===== src/hw/rtl/vscd_pkg.sv =====
`timescale 1ns / 1ps
// ============================================================================
// vscd_pkg - shared types and constants of the scene cut detector
// Field widths, stream record layouts and the scene length helper.
// ============================================================================
package vscd_pkg;

    localparam int SIZE_W     = 24;
    localparam int PTS_W      = 48;
    localparam int TIME_W     = 40;
    localparam int FRAME_W    = 24;
    localparam int SCENE_W    = 20;
    localparam int THR_W      = 32;
    localparam int SUM_W      = 48;
    localparam int MEAN_W     = 32;
    localparam int FRAC_W     = 8;
    localparam int DIVIDEND_W = SUM_W + FRAC_W;
    localparam int STEP_W     = $clog2(DIVIDEND_W);
    localparam int OUT_PAD_W  = 4;

    localparam logic [THR_W-1:0]   THR_RESET = THR_W'(19661);
    localparam logic [FRAME_W-1:0] FRAME_MAX = '1;
    localparam logic [SCENE_W-1:0] SCENE_MAX = '1;
    localparam logic [SUM_W-1:0]   SUM_MAX   = '1;

    // Input payload, first field in the lowest bits
    typedef struct packed {
        logic [TIME_W-1:0] frame_time_us;
        logic [PTS_W-1:0]  frame_pts;
        logic [SIZE_W-1:0] frame_size;
    } in_data_t;

    // Scene record payload, first field in the lowest bits
    typedef struct packed {
        logic [OUT_PAD_W-1:0] pad;
        logic [MEAN_W-1:0]    mean_size_q8;
        logic [FRAME_W-1:0]   frames_in_scene;
        logic [TIME_W-1:0]    end_time_us;
        logic [TIME_W-1:0]    start_time_us;
        logic [PTS_W-1:0]     end_pts;
        logic [PTS_W-1:0]     start_pts;
        logic [FRAME_W-1:0]   final_frame;
        logic [FRAME_W-1:0]   first_frame;
        logic [SCENE_W-1:0]   scene_number;
    } scene_rec_t;

    localparam int IN_W  = $bits(in_data_t);
    localparam int OUT_W = $bits(scene_rec_t);

    // Frame count of a scene; falls back to one when last is below first or the span overflows the field
    function automatic logic [FRAME_W-1:0] scene_count(input logic [FRAME_W-1:0] last,
                                                       input logic [FRAME_W-1:0] first);
        logic [FRAME_W-1:0] span;
        span = last - first + FRAME_W'(1);
        if (last < first || span == '0) begin
            return FRAME_W'(1);
        end
        return span;
    endfunction

endpackage


===== src/hw/rtl/vscd_div.sv =====
`timescale 1ns / 1ps
// ============================================================================
// vscd_div - serial restoring divider for the scene mean size
// One quotient bit per cycle; quotient saturates to the mean field width.
// ============================================================================
module vscd_div (
    input  logic                               aclk,
    input  logic                               aresetn,
    input  logic                               start,
    input  logic [vscd_pkg::DIVIDEND_W-1:0]    dividend,
    input  logic [vscd_pkg::FRAME_W-1:0]       divisor,
    output logic                               busy,
    output logic                               done,
    output logic [vscd_pkg::MEAN_W-1:0]        quotient
);
    import vscd_pkg::*;

    localparam logic [STEP_W-1:0] LAST_STEP = STEP_W'(DIVIDEND_W - 1);

    logic [DIVIDEND_W-1:0] quo_reg;
    logic [FRAME_W-1:0]    rem_reg;
    logic [FRAME_W-1:0]    dsr_reg;
    logic [STEP_W-1:0]     cnt_reg;
    logic                  busy_reg;
    logic                  done_reg;

    logic [FRAME_W:0]      shifted;
    logic [FRAME_W:0]      diff;
    logic                  fits;

    // Trial subtract of the divisor from the shifted remainder
    always_comb begin
        shifted = {rem_reg, quo_reg[DIVIDEND_W-1]};
        diff    = shifted - {1'b0, dsr_reg};
        fits    = (shifted >= {1'b0, dsr_reg});
    end

    // Control: step counter, busy and done
    always_ff @(posedge aclk) begin
        if (!aresetn) begin
            busy_reg <= 1'b0;
            done_reg <= 1'b0;
            cnt_reg  <= '0;
        end else begin
            done_reg <= 1'b0;
            if (start) begin
                busy_reg <= 1'b1;
                cnt_reg  <= '0;
            end else if (busy_reg) begin
                cnt_reg <= cnt_reg + STEP_W'(1);
                if (cnt_reg == LAST_STEP) begin
                    busy_reg <= 1'b0;
                    done_reg <= 1'b1;
                end
            end
        end
    end

    // Datapath: shift dividend out, quotient bits in
    always_ff @(posedge aclk) begin
        if (start) begin
            quo_reg <= dividend;
            rem_reg <= '0;
            dsr_reg <= divisor;
        end else if (busy_reg) begin
            quo_reg <= {quo_reg[DIVIDEND_W-2:0], fits};
            rem_reg <= fits ? diff[FRAME_W-1:0] : shifted[FRAME_W-1:0];
        end
    end

    assign busy     = busy_reg;
    assign done     = done_reg;
    assign quotient = (|quo_reg[DIVIDEND_W-1:MEAN_W]) ? '1 : quo_reg[MEAN_W-1:0];

    a_done_idle: assert property (@(posedge aclk) disable iff (!aresetn)
        done_reg |-> !busy_reg)
        else $error("divider done while still busy");

    a_start_busy: assert property (@(posedge aclk) disable iff (!aresetn)
        start |=> busy_reg)
        else $error("divider did not start");

    a_step_bound: assert property (@(posedge aclk) disable iff (!aresetn)
        busy_reg |-> cnt_reg <= LAST_STEP)
        else $error("divider step counter past the last step");

endmodule


===== src/hw/rtl/video_scene_cut_detector_core.sv =====
`timescale 1ns / 1ps
// ============================================================================
// video_scene_cut_detector_core - scene cut detector over frame records
// Sequencer with scene state, size-change compare and a shared divider.
// ============================================================================
// Usage:
//   The s_ channel carries one record per coded frame (size, pts, time in
//   tdata, key flag in tuser, end of stream in tlast). The m_ channel carries
//   one record per closed scene (tuser = stream done, tlast = last record
//   caused by that frame). cfg_we/cfg_wdata write the Q16.16 threshold; write
//   it only while the block is idle.
//   Throughput: one frame at a time. A frame that closes no scene steps
//   through the multiply, compare and tail states. Every scene record needs
//   a pass through the serial mean divider plus compare and sequencing; a
//   frame closes at most two scenes, on a cut and at end of stream.
//   Order: after the compare, a cut record goes through the divider and
//   push states; an end-of-stream record follows through the tail state.
//   s_tready is high only while the sequencer is idle.
//   Stall: records leave through an output register; a stalled receiver
//   holds the sequencer before the next record is pushed.
//   Reset: aresetn (synchronous, active low) clears the scene state, drops
//   any pending record and restores the threshold to 0.3. End of stream
//   clears the scene state but keeps the threshold.
// ============================================================================
module video_scene_cut_detector_core (
    input  logic                          aclk,
    input  logic                          aresetn,
    // threshold register write
    input  logic                          cfg_we,
    input  logic [vscd_pkg::THR_W-1:0]    cfg_wdata,
    // frame records
    input  logic                          s_tvalid,
    output logic                          s_tready,
    input  logic [vscd_pkg::IN_W-1:0]     s_tdata,  // frame_size, frame_pts, frame_time_us
    input  logic                          s_tuser,  // key_frame
    input  logic                          s_tlast,  // end_of_stream
    // scene records
    output logic                          m_tvalid,
    input  logic                          m_tready,
    output logic [vscd_pkg::OUT_W-1:0]    m_tdata,  // scene_number, first_frame, final_frame,
                                                    // start_pts, end_pts, start_time_us,
                                                    // end_time_us, frames_in_scene,
                                                    // mean_size_q8, pad
    output logic                          m_tuser,  // stream_done
    output logic                          m_tlast   // run_last
);
    import vscd_pkg::*;

    localparam logic [2:0] ST_IDLE = 3'd0;
    localparam logic [2:0] ST_MUL  = 3'd1;
    localparam logic [2:0] ST_CMP  = 3'd2;
    localparam logic [2:0] ST_TAIL = 3'd3;
    localparam logic [2:0] ST_DIV  = 3'd4;
    localparam logic [2:0] ST_PUSH = 3'd5;

    localparam int LHS_W = SIZE_W + 16;
    localparam int RHS_W = THR_W + SIZE_W;

    logic [2:0]          state_reg, state_next;
    logic [THR_W-1:0]    thr_reg;

    in_data_t            in_reg;
    logic                in_key_reg;
    logic                in_eos_reg;

    logic                have_prev_reg;
    logic [SIZE_W-1:0]   prev_size_reg;
    logic [PTS_W-1:0]    prev_pts_reg;
    logic [TIME_W-1:0]   prev_time_reg;
    logic [FRAME_W-1:0]  frame_cnt_reg;
    logic [SCENE_W-1:0]  scene_cnt_reg;
    logic [FRAME_W-1:0]  first_frame_reg;
    logic [PTS_W-1:0]    first_pts_reg;
    logic [TIME_W-1:0]   first_time_reg;
    logic [SUM_W-1:0]    sum_reg;

    logic [LHS_W-1:0]    lhs_reg;
    logic [RHS_W-1:0]    rhs_reg;

    scene_rec_t          rec_reg;
    logic                rec_done_reg;
    logic                rec_last_reg;

    logic                m_valid_reg;
    scene_rec_t          m_data_reg;
    logic                m_user_reg;
    logic                m_last_reg;

    in_data_t            s_data;
    logic [SIZE_W-1:0]   abs_diff;
    logic [RHS_W-1:0]    product;
    logic                cut;
    logic [FRAME_W-1:0]  cut_last;
    logic [FRAME_W-1:0]  last_sel;
    logic [SUM_W:0]      sum_add;
    logic                out_free;
    logic                div_start;
    logic                div_busy;
    logic                div_done;
    logic [MEAN_W-1:0]   div_quot;
    scene_rec_t          rec_new;
    scene_rec_t          rec_out;

    assign s_data = in_data_t'(s_tdata);

    // Size change compare and scene bookkeeping terms
    always_comb begin
        abs_diff = (in_reg.frame_size >= prev_size_reg) ?
                   in_reg.frame_size - prev_size_reg : prev_size_reg - in_reg.frame_size;
        product  = RHS_W'(thr_reg) * RHS_W'(prev_size_reg);
        cut      = have_prev_reg && (prev_size_reg != '0) &&
                   ((in_key_reg && ({(RHS_W-LHS_W+1)'(0), lhs_reg} > {1'b0, rhs_reg})) ||
                    ({(RHS_W-LHS_W+1)'(0), lhs_reg} > {rhs_reg, 1'b0}));

        // Last frame of the scene closed by a cut
        cut_last = (frame_cnt_reg == '0) ? '0 : frame_cnt_reg - FRAME_W'(1);
        if (frame_cnt_reg == FRAME_MAX && first_frame_reg == FRAME_MAX) begin
            cut_last = FRAME_MAX;
        end
        if (cut_last < first_frame_reg) begin
            cut_last = first_frame_reg;
        end

        last_sel = (state_reg == ST_CMP) ? cut_last : frame_cnt_reg;
        sum_add  = {1'b0, sum_reg} + (SUM_W+1)'(in_reg.frame_size);
        out_free = !m_valid_reg || m_tready;
    end

    // Assemble the scene record for the divider pass
    always_comb begin
        rec_new                 = '0;
        rec_new.scene_number    = scene_cnt_reg;
        rec_new.first_frame     = first_frame_reg;
        rec_new.final_frame     = last_sel;
        rec_new.start_pts       = first_pts_reg;
        rec_new.start_time_us   = first_time_reg;
        rec_new.frames_in_scene = scene_count(last_sel, first_frame_reg);
        if (state_reg == ST_CMP) begin
            rec_new.end_pts     = prev_pts_reg;
            rec_new.end_time_us = prev_time_reg;
        end else begin
            rec_new.end_pts     = in_reg.frame_pts;
            rec_new.end_time_us = in_reg.frame_time_us;
        end
        rec_out              = rec_reg;
        rec_out.mean_size_q8 = div_quot;
    end

    // Sequencer
    always_comb begin
        state_next = state_reg;
        div_start  = 1'b0;
        case (state_reg)
            ST_IDLE: begin
                if (s_tvalid) state_next = ST_MUL;
            end
            ST_MUL: begin
                state_next = ST_CMP;
            end
            ST_CMP: begin
                if (cut) begin
                    state_next = ST_DIV;
                    div_start  = 1'b1;
                end else begin
                    state_next = ST_TAIL;
                end
            end
            ST_TAIL: begin
                if (in_eos_reg) begin
                    state_next = ST_DIV;
                    div_start  = 1'b1;
                end else begin
                    state_next = ST_IDLE;
                end
            end
            ST_DIV: begin
                if (div_done) state_next = ST_PUSH;
            end
            ST_PUSH: begin
                if (out_free) state_next = rec_done_reg ? ST_IDLE : ST_TAIL;
            end
            default: begin
                state_next = ST_IDLE;
            end
        endcase
    end

    // Control state, scene state and output register
    always_ff @(posedge aclk) begin
        if (!aresetn) begin
            state_reg       <= ST_IDLE;
            thr_reg         <= THR_RESET;
            have_prev_reg   <= 1'b0;
            prev_size_reg   <= '0;
            prev_pts_reg    <= '0;
            prev_time_reg   <= '0;
            frame_cnt_reg   <= '0;
            scene_cnt_reg   <= '0;
            first_frame_reg <= '0;
            first_pts_reg   <= '0;
            first_time_reg  <= '0;
            sum_reg         <= '0;
            m_valid_reg     <= 1'b0;
        end else begin
            state_reg <= state_next;
            if (cfg_we) thr_reg <= cfg_wdata;

            // Raise valid on a record push, drop it once the receiver takes it
            if (state_reg == ST_PUSH && out_free) begin
                m_valid_reg <= 1'b1;
            end else if (m_valid_reg && m_tready) begin
                m_valid_reg <= 1'b0;
            end

            case (state_reg)
                ST_CMP: begin
                    // Open a scene on the first frame or on a cut, else accumulate
                    if (!have_prev_reg || cut) begin
                        first_frame_reg <= frame_cnt_reg;
                        first_pts_reg   <= in_reg.frame_pts;
                        first_time_reg  <= in_reg.frame_time_us;
                        sum_reg         <= SUM_W'(in_reg.frame_size);
                        if (cut && scene_cnt_reg != SCENE_MAX) begin
                            scene_cnt_reg <= scene_cnt_reg + SCENE_W'(1);
                        end
                    end else begin
                        sum_reg <= sum_add[SUM_W] ? SUM_MAX : sum_add[SUM_W-1:0];
                    end
                end
                ST_TAIL: begin
                    if (in_eos_reg) begin
                        // Clear the stream once the final record is captured
                        have_prev_reg   <= 1'b0;
                        prev_size_reg   <= '0;
                        prev_pts_reg    <= '0;
                        prev_time_reg   <= '0;
                        frame_cnt_reg   <= '0;
                        scene_cnt_reg   <= '0;
                        first_frame_reg <= '0;
                        first_pts_reg   <= '0;
                        first_time_reg  <= '0;
                        sum_reg         <= '0;
                    end else begin
                        have_prev_reg <= 1'b1;
                        prev_size_reg <= in_reg.frame_size;
                        prev_pts_reg  <= in_reg.frame_pts;
                        prev_time_reg <= in_reg.frame_time_us;
                        if (frame_cnt_reg != FRAME_MAX) begin
                            frame_cnt_reg <= frame_cnt_reg + FRAME_W'(1);
                        end
                    end
                end
                default: begin
                end
            endcase
        end
    end

    // Payload registers
    always_ff @(posedge aclk) begin
        if (state_reg == ST_IDLE && s_tvalid) begin
            in_reg     <= s_data;
            in_key_reg <= s_tuser;
            in_eos_reg <= s_tlast;
        end
        if (state_reg == ST_MUL) begin
            lhs_reg <= {abs_diff, 16'd0};
            rhs_reg <= product;
        end
        if (div_start) begin
            rec_reg      <= rec_new;
            rec_done_reg <= (state_reg == ST_TAIL);
            rec_last_reg <= (state_reg == ST_TAIL) || !in_eos_reg;
        end
        if (state_reg == ST_PUSH && out_free) begin
            m_data_reg <= rec_out;
            m_user_reg <= rec_done_reg;
            m_last_reg <= rec_last_reg;
        end
    end

    vscd_div u_div (
        .aclk     (aclk),
        .aresetn  (aresetn),
        .start    (div_start),
        .dividend ({sum_reg, FRAC_W'(0)}),
        .divisor  (rec_new.frames_in_scene),
        .busy     (div_busy),
        .done     (div_done),
        .quotient (div_quot)
    );

    assign s_tready = (state_reg == ST_IDLE);
    assign m_tvalid = m_valid_reg;
    assign m_tdata  = m_data_reg;
    assign m_tuser  = m_user_reg;
    assign m_tlast  = m_last_reg;

    a_div_in_state: assert property (@(posedge aclk) disable iff (!aresetn)
        div_busy |-> state_reg == ST_DIV)
        else $error("divider running outside its sequencer state");

    a_accept_mul: assert property (@(posedge aclk) disable iff (!aresetn)
        s_tvalid && s_tready |=> state_reg == ST_MUL)
        else $error("accepted transfer did not start the compare");

    a_fresh_count: assert property (@(posedge aclk) disable iff (!aresetn)
        !have_prev_reg |-> frame_cnt_reg == '0)
        else $error("frame counter set with no previous frame");

    a_count_nonzero: assert property (@(posedge aclk) disable iff (!aresetn)
        m_valid_reg |-> m_data_reg.frames_in_scene != '0)
        else $error("scene record with zero frames");

endmodule

===== config.mk =====
export PLATFORM = sky130hd
export DESIGN_NAME = video_scene_cut_detector_core
export DESIGN_NICKNAME = d
export VERILOG_FILES = /design/src/hw/rtl/vscd_pkg.sv /design/src/hw/rtl/vscd_div.sv /design/src/hw/rtl/video_scene_cut_detector_core.sv
export SDC_FILE = /design/constraint.sdc
export NUM_CORES = 2
export LEC_CHECK = 0
export BUFFER_PORTS_ARGS = -buffer_cell sky130_fd_sc_hd__buf_4
export CAP_MARGIN = 0
export CORE_MARGIN = 5
export CORE_UTILIZATION = 54
export CTS_CLUSTER_DIAMETER = 50
export DETAILED_ROUTE_END_ITERATION = 16
export GPL_TIMING_DRIVEN = 1
export PLACE_DENSITY = 0.74
export SLEW_MARGIN = 20
export SYNTH_ARGS = -nofsm -noshare
export SYNTH_HDL_FRONTEND = slang
export SYNTH_SLANG_ARGS = --single-unit
export TNS_END_PERCENT = 5

===== constraint.sdc =====
create_clock -name aclk -period 19.35 [get_ports aclk]
set_clock_uncertainty 0.1 [all_clocks]
set_input_delay 0.9675 -clock aclk [delete_from_list [all_inputs] [get_ports aclk]]
set_output_delay 0.9675 -clock aclk [all_outputs]
set_load 0.1 [all_outputs]

==> summary.txt <==
Timing
  • Setup TNS: 0 ps
  • Slew headroom: 20.76%
  • Setup WS post-layout: 10910 ps
  • Final setup violation count: 0
  • Fin crit share: 43.59%
  • Unrepaired setup endpoints after global routing: no
  • Final min period: 8435 ps
  • Max Slew Vio Count: 0
  • Final hold vios: 0
  • Worst-Margin Slew: 1189 ps
  • F_max: 118.6 MHz

Logic synthesis
  • Number of synthesized flops with an enable pin: 814
  • Post-Syn Area: 0.07621 mm²
  • Sequential element share of the synthesized area: 42.40%
  • Synth Warn #: 0
  • Main synth FF type: edfxtp_1
  • Most frequent cell after synthesis: nand2_1
  • Top-area cell type share of the netlist area: 32.07%
  • Largest area contributor in the netlist: edfxtp_1
  • Synth async-reset ratio: 0%
  • Syn avg cell area: 10.31 µm²
  • Synthesized flop and latch total: 1207
  • Synth area leaders: edfxtp_1 32%, fa_1 18%, dfxtp_1 10%
  • Commonest cells post-synth: 1148 x nand2_1, 832 x inv_1, 814 x edfxtp_1
  • Cell count after synthesis: about 7400
  • Distinct cell type count after synthesis: 101

Setup path
  • Startpoint Class: flop
  • Kind of critical path: reg -> reg
  • Data required, critical path: 19750 ps
  • Worst Path Max Fanout: 26
  • CP max stage delay: 990 ps
  • CP Capture Type: flop
  • CP top delay family: compound AO/OA/AOI/OAI gates
  • Slowest-stage cell, CP: and4bb_1
  • Worst EP arrival: just under 9000 ps
  • Worst path buffer plus inverter count: 0
  • Most used cell, CP: a21o_1

Clock network
  • Clk buf depth: 3
  • Post CTS Setup Buffer Count: 0
  • Clk_lat worst skew: 750 ps
  • Clock sink count: 1207
  • Total CTS buffers: 143
  • Clk pin slew, worst setup/hold paths: 60 ps
  • H-tree depth: 4
  • CTS Hold Bufs: 0
  • Clock root buffer: clkbuf_16
  • CTS resizes: 0
  • TritonCTS clock tree: yes

Power
  • Comb pwr share: ~16%
  • Clock power share: 39.9%
  • Power per cell area: 77.96 mW/mm²
  • P_leak: 0.03638 µW
  • Seq pwr share: around 45%
  • Worst VDD drop: ~73 µV
  • Switching Fraction: 28.23%
  • P_int: slightly below 5000 µW
  • Switch Pwr: roughly 1900 µW
  • Total Power: 6696 µW

Placed design
  • Post-placement cell count: roughly 9400
  • Pre-CTS setup slack: 11010 ps
  • Hpwl dp: 146600 µm
  • # port buffers: 454
  • GPL Wtd Cong: 0.9451

Die
  • Starting density of the core: a little over half
  • Std cell rows: 137
  • Die H: around 390 µm
  • Die area: ~0.15 mm²
  • Core area: 0.1399 mm²
  • Die Width: a little under 400 µm
  • Num ports: approximately 460

Detailed routing
  • Met1 WL: about 80000 µm
  • Drt initial violations: 4516
  • # DRC: 0
  • Metal2 WL: between 100000 and 150000 µm
  • Detailed-route via count: ~56000
  • DRT Pass-1 Iters: 6
  • Routed wire per std cell: 21.48 µm
  • ANT nets after route: 0
  • Via-per-instance ratio: 5.747
  • Total length of routed met3 wires: around 16000 µm
  • Top Layer Used: met5
  • WL final: 207500 µm

Global routing
  • Vias in the first global route: ~57000
  • Largest net degree at the start of global routing: 173
  • Total grt overflow: 0
  • Initial antenna violation count: 11
  • First-pass GRT wire length: 320100 µm
  • GRT Util Overall: 27.69%

Finish
  • NumNets Final: 8880
  • Area Growth Syn to Fin: 12.71%
  • Post-Route Utilization: 61.41%
  • Post-Layout Cell Count: 9660
  • Fraction of layout cells with a size suffix above 1: 10.81%
  • Largest register FFs: 300

Min path
  • Hold WC Path Type: in -> reg

Status
  • Status: complete, no violations

Flow run
  • Max-cap violations: 0
## cell families after synthesis
family	Yosys count	synth area share, %
adder cells (fa/ha/maj)	1075	24.29
flip-flops	1207	42.40
buffers and inverters	1255	6.339
AO/OA/AOI/OAI	1142	9.190
AND/OR/NAND/NOR	2489	15.11
other	1	0.004920
multiplexers	67	0.8865
XOR/XNOR	155	1.781
## final cells by class
cell class	instances	area (µm²)
multi-input combinational	4932	39170
sequential	1207	32320
antenna	7	17.52
clock buffer	180	3840
fill	11255	53980
timing repair buffer	535	4041
clock inverter	88	1005
inverter	835	3153
tap	1876	2347
## final timing paths
path	slack [ps]	cells after the start	endpoint	startpoint
min	280	1	in_reg[108]$_DFFE_PP_	s_tdata[108]
max reg2reg	10910	27	u_div.dsr_reg[0]$_SDFFCE_PP1P_	frame_cnt_reg[8]$_SDFFE_PN0P_
min reg2reg	300	0	rec_out[77]$_DFFE_PP_	first_pts_reg[9]$_SDFFE_PN0P_
max	10910	27	u_div.dsr_reg[0]$_SDFFCE_PP1P_	frame_cnt_reg[8]$_SDFFE_PN0P_
## power by group through the flow
stage / logic [µW] / registers [µW] / clock network (µW)
2_1_floorplan: 759 / 3010 / 0
3_3_place_gp: 1010 / 3030 / 0
3_5_place_dp: 1030 / 3030 / 0
4_1_cts: 1040 / 2980 / 2710
5_1_grt: 1150 / 2990 / 2830
6_report: 1040 / 2980 / 2670
## stage by stage
step / hold WS (ps) / instance area, µm²
after floorplan: 300.3 / 76220
after global placement: 300.4 / 81000
after detailed placement: 304.5 / 81010
after CTS: 233.6 / 85850
after global routing: 242.1 / 85890
final: 281.5 / 85900
## cells in the final DEF (no fill, tap or decap), drive strengths merged, types with 28 or more instances in the layout
master / instances
nand2: 1148
inv: 859
edfxtp: 814
fa: 674
buf: 535
a21oi: 500
nor2: 403
ha: 401
dfxtp: 393
and2: 288
nand3: 225
o21ai: 199
clkbuf: 180
and3: 118
a21o: 117
xnor2: 100
mux2i: 63
a31oi: 63
nand4: 59
xor2: 55
or3: 55
clkinv: 52
nor3: 49
nor4: 37
o21a: 31
o21bai: 30
o211ai: 28
## per-layer routing
metal	vias up	track usage (%)
met5	-	0
met4	2	13.94
met3	548	4.707
met2	2288	46.32
met1	27490	34.95
li1	25189	-
Note: power is estimated with default switching activity, not from simulation.
